File: config.mk
export PLATFORM = sky130hd
export DESIGN_NAME = ip_address_text_validator_top
export DESIGN_NICKNAME = d
export VERILOG_FILES = /design/src/design/ipatv_pkg.sv /design/src/design/ip_address_text_validator_top.sv
export SDC_FILE = /design/constraint.sdc
export NUM_CORES = 1
export LEC_CHECK = 0
export BUFFER_PORTS_ARGS = -buffer_cell sky130_fd_sc_hd__buf_2
export CORE_AREA = 2 2 98 100
export DETAILED_ROUTE_END_ITERATION = 8
export DIE_AREA = 0 0 100 102
export PLACE_DENSITY_LB_ADDON = 0.3
export SLEW_MARGIN = 20
export SYNTH_ARGS = -nofsm -noshare
export SYNTH_HDL_FRONTEND = slang
export SYNTH_SLANG_ARGS = --single-unit
File: constraint.sdc
create_clock -name clk -period 2.7 [get_ports clk]
set_input_delay 0.27 -clock clk [delete_from_list [all_inputs] [get_ports clk]]
set_output_delay 0.27 -clock clk [all_outputs]
set_load 0.005 [all_outputs]
File: src/design/ipatv_pkg.sv
// Package for the IP address text validator: phase codes, state record, limits, char helpers.
package ipatv_pkg;

    typedef enum logic [2:0] {
        PH_EXPECT = 3'd0,
        PH_COLON  = 3'd1,
        PH_DOUBLE = 3'd2,
        PH_GROUP  = 3'd3,
        PH_DOT    = 3'd4,
        PH_OCTET  = 3'd5
    } phase_t;

    typedef struct packed {
        phase_t      phase;
        logic [2:0]  run_length;
        logic [9:0]  run_value;
        logic        run_all_dec;
        logic        run_lead_zero;
        logic [3:0]  group_count;
        logic        compressed;
        logic [2:0]  octet_count;
        logic        failed;
        logic [1:0]  lead_pos;
    } state_t;

    localparam logic       FAMILY_V4      = 1'b0;
    localparam logic       FAMILY_V6      = 1'b1;
    localparam logic [9:0] OCTET_MAX      = 10'd255;
    localparam logic [2:0] OCTET_DIGITS   = 3'd3;
    localparam logic [2:0] GROUP_DIGITS   = 3'd4;
    localparam logic [2:0] RUN_SAT        = 3'd7;
    localparam logic [2:0] DOTS_MAX       = 3'd3;
    localparam logic [3:0] GROUPS_FULL    = 4'd8;
    localparam logic [3:0] GROUPS_COMP    = 4'd7;
    localparam logic [3:0] TAIL_GROUP_MAX = 4'd6;
    localparam logic [1:0] LEAD_SAT       = 2'd3;
    localparam logic [7:0] CH_COLON       = 8'h3A;
    localparam logic [7:0] CH_DOT         = 8'h2E;
    localparam logic [7:0] CH_ZERO        = 8'h30;

    localparam state_t STATE_CLEAR = '{
        phase:         PH_EXPECT,
        run_length:    3'd0,
        run_value:     10'd0,
        run_all_dec:   1'b1,
        run_lead_zero: 1'b0,
        group_count:   4'd0,
        compressed:    1'b0,
        octet_count:   3'd0,
        failed:        1'b0,
        lead_pos:      2'd0
    };

    function automatic logic is_dec(input logic [7:0] c);
        return (c >= 8'h30) && (c <= 8'h39);
    endfunction

    function automatic logic is_hex(input logic [7:0] c);
        return is_dec(c) || ((c >= 8'h61) && (c <= 8'h66)) || ((c >= 8'h41) && (c <= 8'h46));
    endfunction

endpackage

File: src/design/ip_address_text_validator_top.sv
// Top level of the IP address text validator: per-character state update and verdict register.
//
// Input channel (in_valid/in_ready) moves one word per string character:
// character, last, and no_character (word carries no byte). A word with
// no_character and last ends the string; alone it is an empty string and
// fails. Output channel (out_valid/out_ready) moves one word, valid_res,
// for each accepted input word with last set; other words give nothing.
// cfg_we/cfg_wdata write address_family (0 IPv4 dotted quad, 1 IPv6);
// write it only between strings.
// Each character updates the running string state in the cycle it is
// accepted; one word per cycle while in_ready is high. The verdict appears
// on out_valid the cycle after the last word is accepted.
// When the receiver stalls, the verdict waits in the result register and
// in_ready drops only while that register is full and not being taken.
// Reset clears the string state and the valid flag of the result register
// (valid_res itself is not reset) and sets address_family to IPv6.
module ip_address_text_validator_top (
    input  logic       clk,
    input  logic       rst_n,
    input  logic       cfg_we,
    input  logic       cfg_wdata,
    input  logic       in_valid,
    output logic       in_ready,
    input  logic [7:0] character,
    input  logic       last,
    input  logic       no_character,
    output logic       out_valid,
    input  logic       out_ready,
    output logic       valid_res
);
    import ipatv_pkg::*;

    logic   family_reg;
    state_t st_reg;
    state_t st_next;
    logic   out_valid_reg;
    logic   valid_res_reg;
    logic   verdict_next;
    logic   accept;

    logic       c_dec;
    logic       c_hex;
    logic [3:0] dig;
    logic [2:0] len_ext;
    logic       all_ext;
    logic [9:0] val_ext;
    logic [9:0] val_start;
    logic [3:0] groups;

    assign in_ready  = !out_valid_reg || out_ready;
    assign accept    = in_valid && in_ready;
    assign out_valid = out_valid_reg;
    assign valid_res = valid_res_reg;

    assign c_dec     = is_dec(character);
    assign c_hex     = is_hex(character);
    assign dig       = character[3:0];
    assign val_start = c_dec ? {6'd0, dig} : 10'd0;
    assign len_ext   = (st_reg.run_length < RUN_SAT) ? st_reg.run_length + 3'd1
                                                    : st_reg.run_length;
    assign all_ext   = st_reg.run_all_dec && c_dec;
    assign val_ext   = (all_ext && (len_ext <= OCTET_DIGITS))
                     ? ({st_reg.run_value[6:0], 3'b000} + {st_reg.run_value[8:0], 1'b0}
                        + {6'd0, dig})
                     : st_reg.run_value;

    always_comb
    begin : next_state
        st_next = st_reg;
        if (!no_character)
        begin
            if (!st_reg.failed)
            begin
                if (family_reg == FAMILY_V4)
                begin
                    unique case (st_reg.phase)
                        PH_EXPECT, PH_DOT:
                        begin
                            if (c_dec)
                            begin
                                st_next.run_length    = 3'd1;
                                st_next.run_all_dec   = 1'b1;
                                st_next.run_lead_zero = (character == CH_ZERO);
                                st_next.run_value     = val_start;
                                st_next.phase         = PH_OCTET;
                            end
                            else
                            begin
                                st_next.failed = 1'b1;
                            end
                        end
                        PH_OCTET:
                        begin
                            if (c_dec)
                            begin
                                if (st_reg.run_lead_zero || (st_reg.run_length >= OCTET_DIGITS))
                                begin
                                    st_next.failed = 1'b1;
                                end
                                else
                                begin
                                    st_next.run_length  = len_ext;
                                    st_next.run_all_dec = all_ext;
                                    st_next.run_value   = val_ext;
                                    st_next.failed      = (val_ext > OCTET_MAX);
                                end
                            end
                            else if (character == CH_DOT)
                            begin
                                if (st_reg.octet_count >= DOTS_MAX)
                                begin
                                    st_next.failed = 1'b1;
                                end
                                else
                                begin
                                    st_next.octet_count = st_reg.octet_count + 3'd1;
                                    st_next.phase       = PH_DOT;
                                end
                            end
                            else
                            begin
                                st_next.failed = 1'b1;
                            end
                        end
                        default:
                        begin
                            st_next.failed = 1'b1;
                        end
                    endcase
                end
                else
                begin
                    unique case (st_reg.phase)
                        PH_EXPECT:
                        begin
                            if ((character == CH_COLON) && (st_reg.lead_pos == 2'd0))
                            begin
                                st_next.phase = PH_COLON;
                            end
                            else if (c_hex)
                            begin
                                st_next.run_length    = 3'd1;
                                st_next.run_all_dec   = c_dec;
                                st_next.run_lead_zero = (character == CH_ZERO);
                                st_next.run_value     = val_start;
                                st_next.phase         = PH_GROUP;
                            end
                            else
                            begin
                                st_next.failed = 1'b1;
                            end
                        end
                        PH_COLON:
                        begin
                            if (character == CH_COLON)
                            begin
                                if (st_reg.compressed)
                                begin
                                    st_next.failed = 1'b1;
                                end
                                else
                                begin
                                    st_next.compressed = 1'b1;
                                    st_next.phase      = PH_DOUBLE;
                                end
                            end
                            else if ((st_reg.lead_pos != 2'd1) && c_hex)
                            begin
                                st_next.run_length    = 3'd1;
                                st_next.run_all_dec   = c_dec;
                                st_next.run_lead_zero = (character == CH_ZERO);
                                st_next.run_value     = val_start;
                                st_next.phase         = PH_GROUP;
                            end
                            else
                            begin
                                st_next.failed = 1'b1;
                            end
                        end
                        PH_DOUBLE:
                        begin
                            if (c_hex)
                            begin
                                st_next.run_length    = 3'd1;
                                st_next.run_all_dec   = c_dec;
                                st_next.run_lead_zero = (character == CH_ZERO);
                                st_next.run_value     = val_start;
                                st_next.phase         = PH_GROUP;
                            end
                            else
                            begin
                                st_next.failed = 1'b1;
                            end
                        end
                        PH_GROUP:
                        begin
                            if (c_hex)
                            begin
                                if (st_reg.run_length >= GROUP_DIGITS)
                                begin
                                    st_next.failed = 1'b1;
                                end
                                else
                                begin
                                    st_next.run_length  = len_ext;
                                    st_next.run_all_dec = all_ext;
                                    st_next.run_value   = val_ext;
                                end
                            end
                            else if (character == CH_COLON)
                            begin
                                st_next.group_count = st_reg.group_count + 4'd1;
                                if (st_reg.group_count >= GROUPS_FULL)
                                begin
                                    st_next.failed = 1'b1;
                                end
                                else
                                begin
                                    st_next.phase = PH_COLON;
                                end
                            end
                            else if (character == CH_DOT)
                            begin
                                if (!st_reg.run_all_dec || (st_reg.run_length > OCTET_DIGITS) ||
                                    ((st_reg.run_length > 3'd1) && st_reg.run_lead_zero) ||
                                    (st_reg.run_value > OCTET_MAX) ||
                                    (st_reg.group_count > TAIL_GROUP_MAX))
                                begin
                                    st_next.failed = 1'b1;
                                end
                                else
                                begin
                                    st_next.group_count = st_reg.group_count + 4'd2;
                                    st_next.octet_count = 3'd1;
                                    st_next.phase       = PH_DOT;
                                end
                            end
                            else
                            begin
                                st_next.failed = 1'b1;
                            end
                        end
                        PH_DOT:
                        begin
                            if (c_dec)
                            begin
                                st_next.run_length    = 3'd1;
                                st_next.run_all_dec   = 1'b1;
                                st_next.run_lead_zero = (character == CH_ZERO);
                                st_next.run_value     = val_start;
                                st_next.phase         = PH_OCTET;
                            end
                            else
                            begin
                                st_next.failed = 1'b1;
                            end
                        end
                        PH_OCTET:
                        begin
                            if (c_dec)
                            begin
                                if (st_reg.run_lead_zero || (st_reg.run_length >= OCTET_DIGITS))
                                begin
                                    st_next.failed = 1'b1;
                                end
                                else
                                begin
                                    st_next.run_length  = len_ext;
                                    st_next.run_all_dec = all_ext;
                                    st_next.run_value   = val_ext;
                                    st_next.failed      = (val_ext > OCTET_MAX);
                                end
                            end
                            else if (character == CH_DOT)
                            begin
                                if (st_reg.octet_count >= DOTS_MAX)
                                begin
                                    st_next.failed = 1'b1;
                                end
                                else
                                begin
                                    st_next.octet_count = st_reg.octet_count + 3'd1;
                                    st_next.phase       = PH_DOT;
                                end
                            end
                            else
                            begin
                                st_next.failed = 1'b1;
                            end
                        end
                        default:
                        begin
                            st_next.failed = 1'b1;
                        end
                    endcase
                end
            end
            if (st_reg.lead_pos < LEAD_SAT)
            begin
                st_next.lead_pos = st_reg.lead_pos + 2'd1;
            end
        end
    end

    always_comb
    begin : verdict
        groups       = st_next.group_count;
        verdict_next = 1'b0;
        if (!st_next.failed)
        begin
            if (family_reg == FAMILY_V4)
            begin
                verdict_next = (st_next.phase == PH_OCTET) && (st_next.octet_count == DOTS_MAX);
            end
            else
            begin
                if (st_next.phase == PH_GROUP)
                begin
                    groups = st_next.group_count + 4'd1;
                end
                if ((st_next.phase == PH_GROUP) || (st_next.phase == PH_DOUBLE) ||
                    ((st_next.phase == PH_OCTET) && (st_next.octet_count == DOTS_MAX)))
                begin
                    verdict_next = st_next.compressed ? (groups <= GROUPS_COMP)
                                                      : (groups == GROUPS_FULL);
                end
            end
        end
    end

    always_ff @(posedge clk or negedge rst_n)
    begin
        if (!rst_n)
        begin
            family_reg    <= FAMILY_V6;
            st_reg        <= STATE_CLEAR;
            out_valid_reg <= 1'b0;
        end
        else
        begin
            if (cfg_we)
            begin
                family_reg <= cfg_wdata;
            end
            if (accept)
            begin
                st_reg <= last ? STATE_CLEAR : st_next;
            end
            if (accept && last)
            begin
                out_valid_reg <= 1'b1;
            end
            else if (out_ready)
            begin
                out_valid_reg <= 1'b0;
            end
        end
    end

    always_ff @(posedge clk)
    begin
        if (accept && last)
        begin
            valid_res_reg <= verdict_next;
        end
    end

    a_last_gives_result: assert property (@(posedge clk) disable iff (!rst_n)
        accept && last |=> out_valid)
        else $error("last word accepted without a result");

    a_clear_after_last: assert property (@(posedge clk) disable iff (!rst_n)
        accept && last |=> (st_reg.phase == PH_EXPECT) && !st_reg.failed &&
                           (st_reg.lead_pos == 2'd0) && (st_reg.group_count == 4'd0))
        else $error("string state not cleared after last word");

    a_fail_sticky: assert property (@(posedge clk) disable iff (!rst_n)
        st_reg.failed && !(accept && last) |=> st_reg.failed)
        else $error("failure flag dropped within a string");

    a_stall_only_when_full: assert property (@(posedge clk) disable iff (!rst_n)
        !in_ready |-> out_valid)
        else $error("input stalled with empty result register");

    a_group_bound: assert property (@(posedge clk) disable iff (!rst_n)
        st_reg.group_count <= 4'd9)
        else $error("group count out of range");

endmodule
# == Word level (Yosys, flattened, before mapping) ==
# Index checks and enable logic that the tools add are counted.
# word_totals
register_bits,32
latchBits,0
mem_bits_rw,0
rom_bits,0
inputBits,16
out_inout_bits,3
wordCells,172
mem_count,0
# op_classes
add_sub_neg,8
multipliers,0
div,0
n_lt_le_gt_ge,19
eq_ne,23
shifts,0
muxes,76
n_bitwise,0
reduce_logical,33
# ops
operator,n
17-bit case mux with 6 select lines,1
18-bit two-way mux,4
3-bit two-way mux,20
29-bit two-way mux,2
14-bit two-way mux,4
4-bit two-way mux,10
17-bit case mux with 2 select lines,1
15-bit two-way mux,2
27-bit two-way mux,1
"8-bit by 6-bit equality test with 1-bit output, second input constant",3
1-bit two-way mux,24
"10-bit by 8-bit > comparator with 1-bit output, second input constant",2
"4-bit != test, second input constant",5
"8-bit by 7-bit >= comparator with 1-bit output, second input constant",2
"8-bit by 7-bit <= comparator with 1-bit output, second input constant",2
"3-bit by 2-bit equality test with 1-bit output, second input constant",5
1-bit logical AND,11
10-bit adder,1
10-bit by 4-bit adder with 10-bit output,1
1-bit logical OR,10
10-bit two-way mux,1
10-bit AND reduction,1
"3-bit equality test, second input constant",3
"4-bit by 1-bit adder with 4-bit output, second input constant",2
36 further kinds,41

# == Depth between registers and ports, before layout ==
# depth
word_depth,21
mapped_depth,12
depth_no_buf,12

# == Least setup slack after synthesis ==
# Ideal clock, no wire load.
# synth_path
kind,register to register
from,register st_reg[15] (netlist name)
to,"register valid_res_reg, in the netlist valid_res (data pin)"
arrival_ns,2.664
path_slack_ns,-0.122
stages_incl_launch_ff,12
path_buffers,0
period_less_slack_ns,2.822
path_cell_list,dfrtp_1 inv_1 fa_1 fa_1 nor2b_1 o31a_1 o21a_1 o21a_1 o31ai_1 o311ai_0 o2111ai_1 a211oi_2
# synth_between
elab_chain_len,19
elab_cells_between_ends,51
# synth_rtl
item,line,source
from (decl),ip_address_text_validator_top.sv:34,state_t st_reg;
from (signal assigned),ip_address_text_validator_top.sv:347,st_reg <= last ? STATE_CLEAR : st_next;
10-bit by 8-bit > comparator with 1-bit output,ip_address_text_validator_top.sv:226,(st_reg.run_value > OCTET_MAX) ||
1-bit logical OR,ip_address_text_validator_top.sv:225,((st_reg.run_length > 3'd1) && st_reg.run_lead_zero) ||
1-bit logical OR,ip_address_text_validator_top.sv:226,
4-bit two-way mux / 3-bit two-way mux (equally long branches),ip_address_text_validator_top.sv:224,if (!st_reg.run_all_dec || (st_reg.run_length > OCTET_DIGITS) ||
4-bit two-way mux / 3-bit two-way mux (equally long branches),ip_address_text_validator_top.sv:222,else if (character == CH_DOT)
4-bit two-way mux / 3-bit two-way mux (equally long branches),ip_address_text_validator_top.sv:210,else if (character == CH_COLON)
4-bit two-way mux / 3-bit two-way mux (equally long branches),ip_address_text_validator_top.sv:197,if (c_hex)
4-bit two-way mux / 17-bit case mux with 6 select lines (equally long branches),ip_address_text_validator_top.sv:133,unique case (st_reg.phase)
[3 not listed],n/a,
4-bit by 1-bit adder with 4-bit output / 3-bit by 2-bit equality test with 1-bit output (equally long branches),"ip_address_text_validator_top.sv:319, ip_address_text_validator_top.sv:317, ip_address_text_validator_top.sv:321",
4-bit two-way mux,ip_address_text_validator_top.sv:317,if (st_next.phase == PH_GROUP)
4-bit two-way mux,ip_address_text_validator_top.sv:311,if (family_reg == FAMILY_V4)
4-bit two-way mux,ip_address_text_validator_top.sv:309,if (!st_next.failed)
4-bit by 3-bit <= comparator with 1-bit output / 4-bit equality test (equally long branches),"ip_address_text_validator_top.sv:324, ip_address_text_validator_top.sv:325",
1-bit two-way mux,ip_address_text_validator_top.sv:324,verdict_next = st_next.compressed ? (groups <= GROUPS_COMP)
1-bit two-way mux,ip_address_text_validator_top.sv:321,if ((st_next.phase == PH_GROUP) || (st_next.phase == PH_DOUBLE) ||
1-bit two-way mux,ip_address_text_validator_top.sv:311,
to (signal assigned),ip_address_text_validator_top.sv:364,valid_res_reg <= verdict_next;
to (decl),ip_address_text_validator_top.sv:37,logic valid_res_reg;
# Mark *: on every way between the ends. The rest lies on a longest branch, timed or not. The select of a mux whose other input is x is not followed.
# A chain may end at the register's enable or synchronous reset.

# == Final worst setup path ==
# layout_path
from,register st_reg[3] (netlist name)
to,"register valid_res_reg, in the netlist valid_res (data pin)"
# layout_between
elab_chain_len,16
elab_cells_between_ends,40
# layout_rtl
item,line,source
3-bit by 2-bit >= comparator with 1-bit output,"ip_address_text_validator_top.sv:110, ip_address_text_validator_top.sv:276",
3-bit two-way mux,"ip_address_text_validator_top.sv:110, ip_address_text_validator_top.sv:276",
3-bit two-way mux,"ip_address_text_validator_top.sv:108, ip_address_text_validator_top.sv:274",
3-bit two-way mux,"ip_address_text_validator_top.sv:94, ip_address_text_validator_top.sv:260",
17-bit case mux with 6 select lines / 17-bit case mux with 2 select lines (equally long branches),"ip_address_text_validator_top.sv:133, ip_address_text_validator_top.sv:76",
18-bit two-way mux,ip_address_text_validator_top.sv:74,if (family_reg == FAMILY_V4)
27-bit two-way mux,ip_address_text_validator_top.sv:72,if (!st_reg.failed)
29-bit two-way mux *,ip_address_text_validator_top.sv:70,if (!no_character)
3-bit by 2-bit equality test with 1-bit output,"ip_address_text_validator_top.sv:317, ip_address_text_validator_top.sv:321",
4-bit two-way mux,ip_address_text_validator_top.sv:317,
4-bit two-way mux,ip_address_text_validator_top.sv:311,
4-bit two-way mux,ip_address_text_validator_top.sv:309,
4-bit by 3-bit <= comparator with 1-bit output / 4-bit equality test (equally long branches),"ip_address_text_validator_top.sv:324, ip_address_text_validator_top.sv:325",
1-bit two-way mux,ip_address_text_validator_top.sv:324,
1-bit two-way mux,ip_address_text_validator_top.sv:321,
1-bit two-way mux,ip_address_text_validator_top.sv:311,
# Marked as above.

==> impl_metrics.tcl <==
set metrics [dict create \
    pre_cts_ws_ns -0.3208 \
    gp_congestion 1.017 \
    clock-root-buffer "clkbuf_8" \
    whs_ns 0.05514 \
    synthCells 457 \
    hold_viol_final 0 \
    drive_gt1_share_pct 29.02 \
    p_leak_nw 2.001 \
    multiInputGateArea_um2 2733 \
    cts_htree_levels 2 \
    syn_nets 500 \
    synthToLayoutAreaGrowth_pct 26.84 \
    cpPeakStageDelay_ns 0.40 \
    clockPowerShare_pct 31.0 \
    viasPerCell 6.417 \
    start_kind "register" \
    period_needed_ns 2.851 \
    post-route-util_pct 50.25 \
    critical_path_class "register to register" \
    seqPwrFrac_pct 32.4 \
    cp_cell_sequence "ha_1, ha_1, a211oi_2, buf_4, and3_1, buf_4, o2111ai_1, nand4bb_1, nand3_1, nor2_1, o211ai_1, a211oi_2" \
    fmax_mhz 350.7 \
    clk_pin_slew_ns 0.08 \
    wl_per_cell_um 19.46 \
    num_antenna_cells 0 \
    drc 0 \
    ir_drop_mv 0.1686 \
    syn_area_um2 3608 \
    cts_tree "yes" \
    die_x_um 100 \
    status "finished, violations left" \
    critPathBufInv 2 \
    rows 35 \
    initial_core_util_pct 39.62 \
    endpoint_kind "register" \
    synth_edf_count 1 \
    slowest_stage "dfrtp_1" \
    worstPathRequired_ns 2.73 \
    switching_share_pct 34.98 \
    cts_buffer_depth 2 \
    slew_violations 0 \
    finalCritPeriodShare_pct 105.6 \
    ys.warnings.count 0 \
    core_um2 9109 \
    cp_top_family "compound AO/OA/AOI/OAI gates" \
    setup_ws_ns -0.1515 \
    drtAntennaViolNets 0 \
    drtPass1Iterations 6 \
    cts_made_buffers 5 \
    arrival_ns 2.89 \
    grt_pass1_wl_mm 20.16 \
    maxCapViolCount 0 \
    grt_overflow 0 \
    fillers 906 \
    yosysTopAreaCell "dfrtp_1" \
    die_y_um 102 \
    tightest_slew_ns 0.7776 \
    grt_max_degree 32 \
    dp_hpwl_mm 9.568 \
    num_vias 4184 \
    tns_ns -0.2510 \
    p_int_mw 1.105 \
    ys_seq_area_share_pct 22.40 \
    netlist_top_cells_count "54 x nand2_1, 36 x a21oi_1, 36 x nor2_1" \
    postCtsHoldBufs 0 \
    synthFlopType "dfrtp_1" \
    grt_util_all_layers_pct 24.95 \
    insertion_delay_ns 0.29 \
    switching_power_mw 0.5946 \
    port_buffers 18 \
    wl_mm 12.69 \
    synth_seq_cells 32 \
    path_max_fanout 4 \
    clock-sinks 32 \
    async_flop_share_pct 96.88 \
    layout.nets 583 \
    syn_area_per_cell_um2 7.896 \
    placed_cells 637 \
    grt_pass1_vias 3962 \
    drtIter0Drc 539 \
    yosysTopAreaCellShare_pct 20.11 \
    powerDensity_nw_per_um2 371.4 \
    violations "setup timing" \
    register_area_um2 808.3 \
    hp-class "input port to async pin" \
    pin_count 19 \
    setup_viol 3 \
    p_comb_share_pct 36.6 \
    rsz0062_at_grt "yes" \
    final_cells 652 \
    synth_most_common_cell "nand2_1" \
    slew-limit-headroom_pct 48.16 \
    antenna_found_initial 0 \
    largest_reg_flops 29 \
    skew_ns 0.006760 \
    die_area_um2 10200 \
    ys_types 85 \
    synthTopCellsByArea "dfrtp_1 20%, ha_1 8.7%, nand2_1 5.6%" \
]
power groups by stage:
stage	Sequential [mW]	Combinational [mW]	Clock [mW]
floorplan	0.550	0.348	0
global placement	0.557	0.541	0
detailed placement	0.558	0.548	0
CTS	0.549	0.576	0.533
global route	0.554	0.678	0.547
finish	0.550	0.623	0.527
worst register-to-register path, stage by stage (launching register included):
cell and delay (ns):
dfrtp_1 0.40, ha_1 0.20, ha_1 0.19, a211oi_2 0.26
buf_4 0.15, and3_1 0.22, buf_4 0.18, o2111ai_1 0.15
nand4bb_1 0.26, nand3_1 0.15, nor2_1 0.08, o211ai_1 0.25
a211oi_2 0.10
final timing paths:
path                                  from    endpoint  slack [ns]  cells past startpoint
worst max-delay path             st_reg[3]   valid_res       -0.15                     12
worst min-delay path                 rst_n   st_reg[2]        0.06                      1
worst max register to register   st_reg[3]   valid_res       -0.15                     12
worst min register to register  st_reg[20]  st_reg[20]        0.54                      1
max in group asynchronous            rst_n  st_reg[28]        2.15                      1
min in group clk                    cfg_we  family_reg        0.13                      2
cell usage in the layout (no fill, tap or decap), types with 5 or more instances in the layout:
| master | n |
|---|---|
| a21o_1 | 8 |
| a21oi_1 | 33 |
| a221oi_1 | 5 |
| a22o_1 | 5 |
| a31oi_1 | 5 |
| buf_2 | 18 |
| buf_4 | 73 |
| clkbuf_8 | 7 |
| dfrtp_1 | 29 |
| ha_1 | 22 |
| inv_1 | 23 |
| nand2_1 | 54 |
| nand3_1 | 12 |
| nand4_1 | 5 |
| nor2_1 | 36 |
| nor2b_1 | 5 |
| nor3_1 | 10 |
| o211ai_1 | 6 |
| o21a_1 | 6 |
| o21ai_0 | 27 |
| o21ai_1 | 5 |
| o21ai_2 | 5 |
| o22ai_1 | 15 |
| o31ai_1 | 5 |
| xnor2_1 | 5 |
per-layer routing:
| layer | part of all wire, % | track usage, % | wire (um) |
|---|---|---|---|
| met1 | 43 | 34.78 | 5442 |
| met2 | 46 | 41.27 | 5898 |
| met3 | 8.5 | 3.010 | 1082 |
| met4 | 2.1 | 6.533 | 263 |
| met5 | 0 | 0 | 0 |
cells by family after synthesis:
logic type,Yosys count,share of synthesized area [%]
adder cells (fa/ha/maj),27,9.778
XOR/XNOR,7,1.699
buffers and inverters,44,5.374
AND/OR/NAND/NOR,165,25.21
multiplexers,3,0.8669
flip-flops,32,22.40
AO/OA/AOI/OAI,179,34.67
final cells by class:
| class | count | area share (%) |
|---|---|---|
| multi-input combinational | 381 | 59.70 |
| sequential | 32 | 17.66 |
| timing repair buffer | 93 | 14.63 |
| tap | 111 | 3.034 |
| inverter | 27 | 2.214 |
| clock buffer | 7 | 2.105 |
| clock inverter | 1 | 0.6561 |
through the flow:
step                      cell area [um^2]  total power, mW
after floorplan                       3625           0.8978
after global routing                  4577            1.780
after global placement                4280            1.098
after detailed placement              4280            1.106
final                                 4577            1.700
after CTS                             4503            1.659
timing repair:
action	4_1_cts	5_1_grt
setup buffers	4	4
pin swaps	10	12
gates resized for setup	14	11
endpoints found under the setup margin	4	5
(Power assumes the default switching activity.)
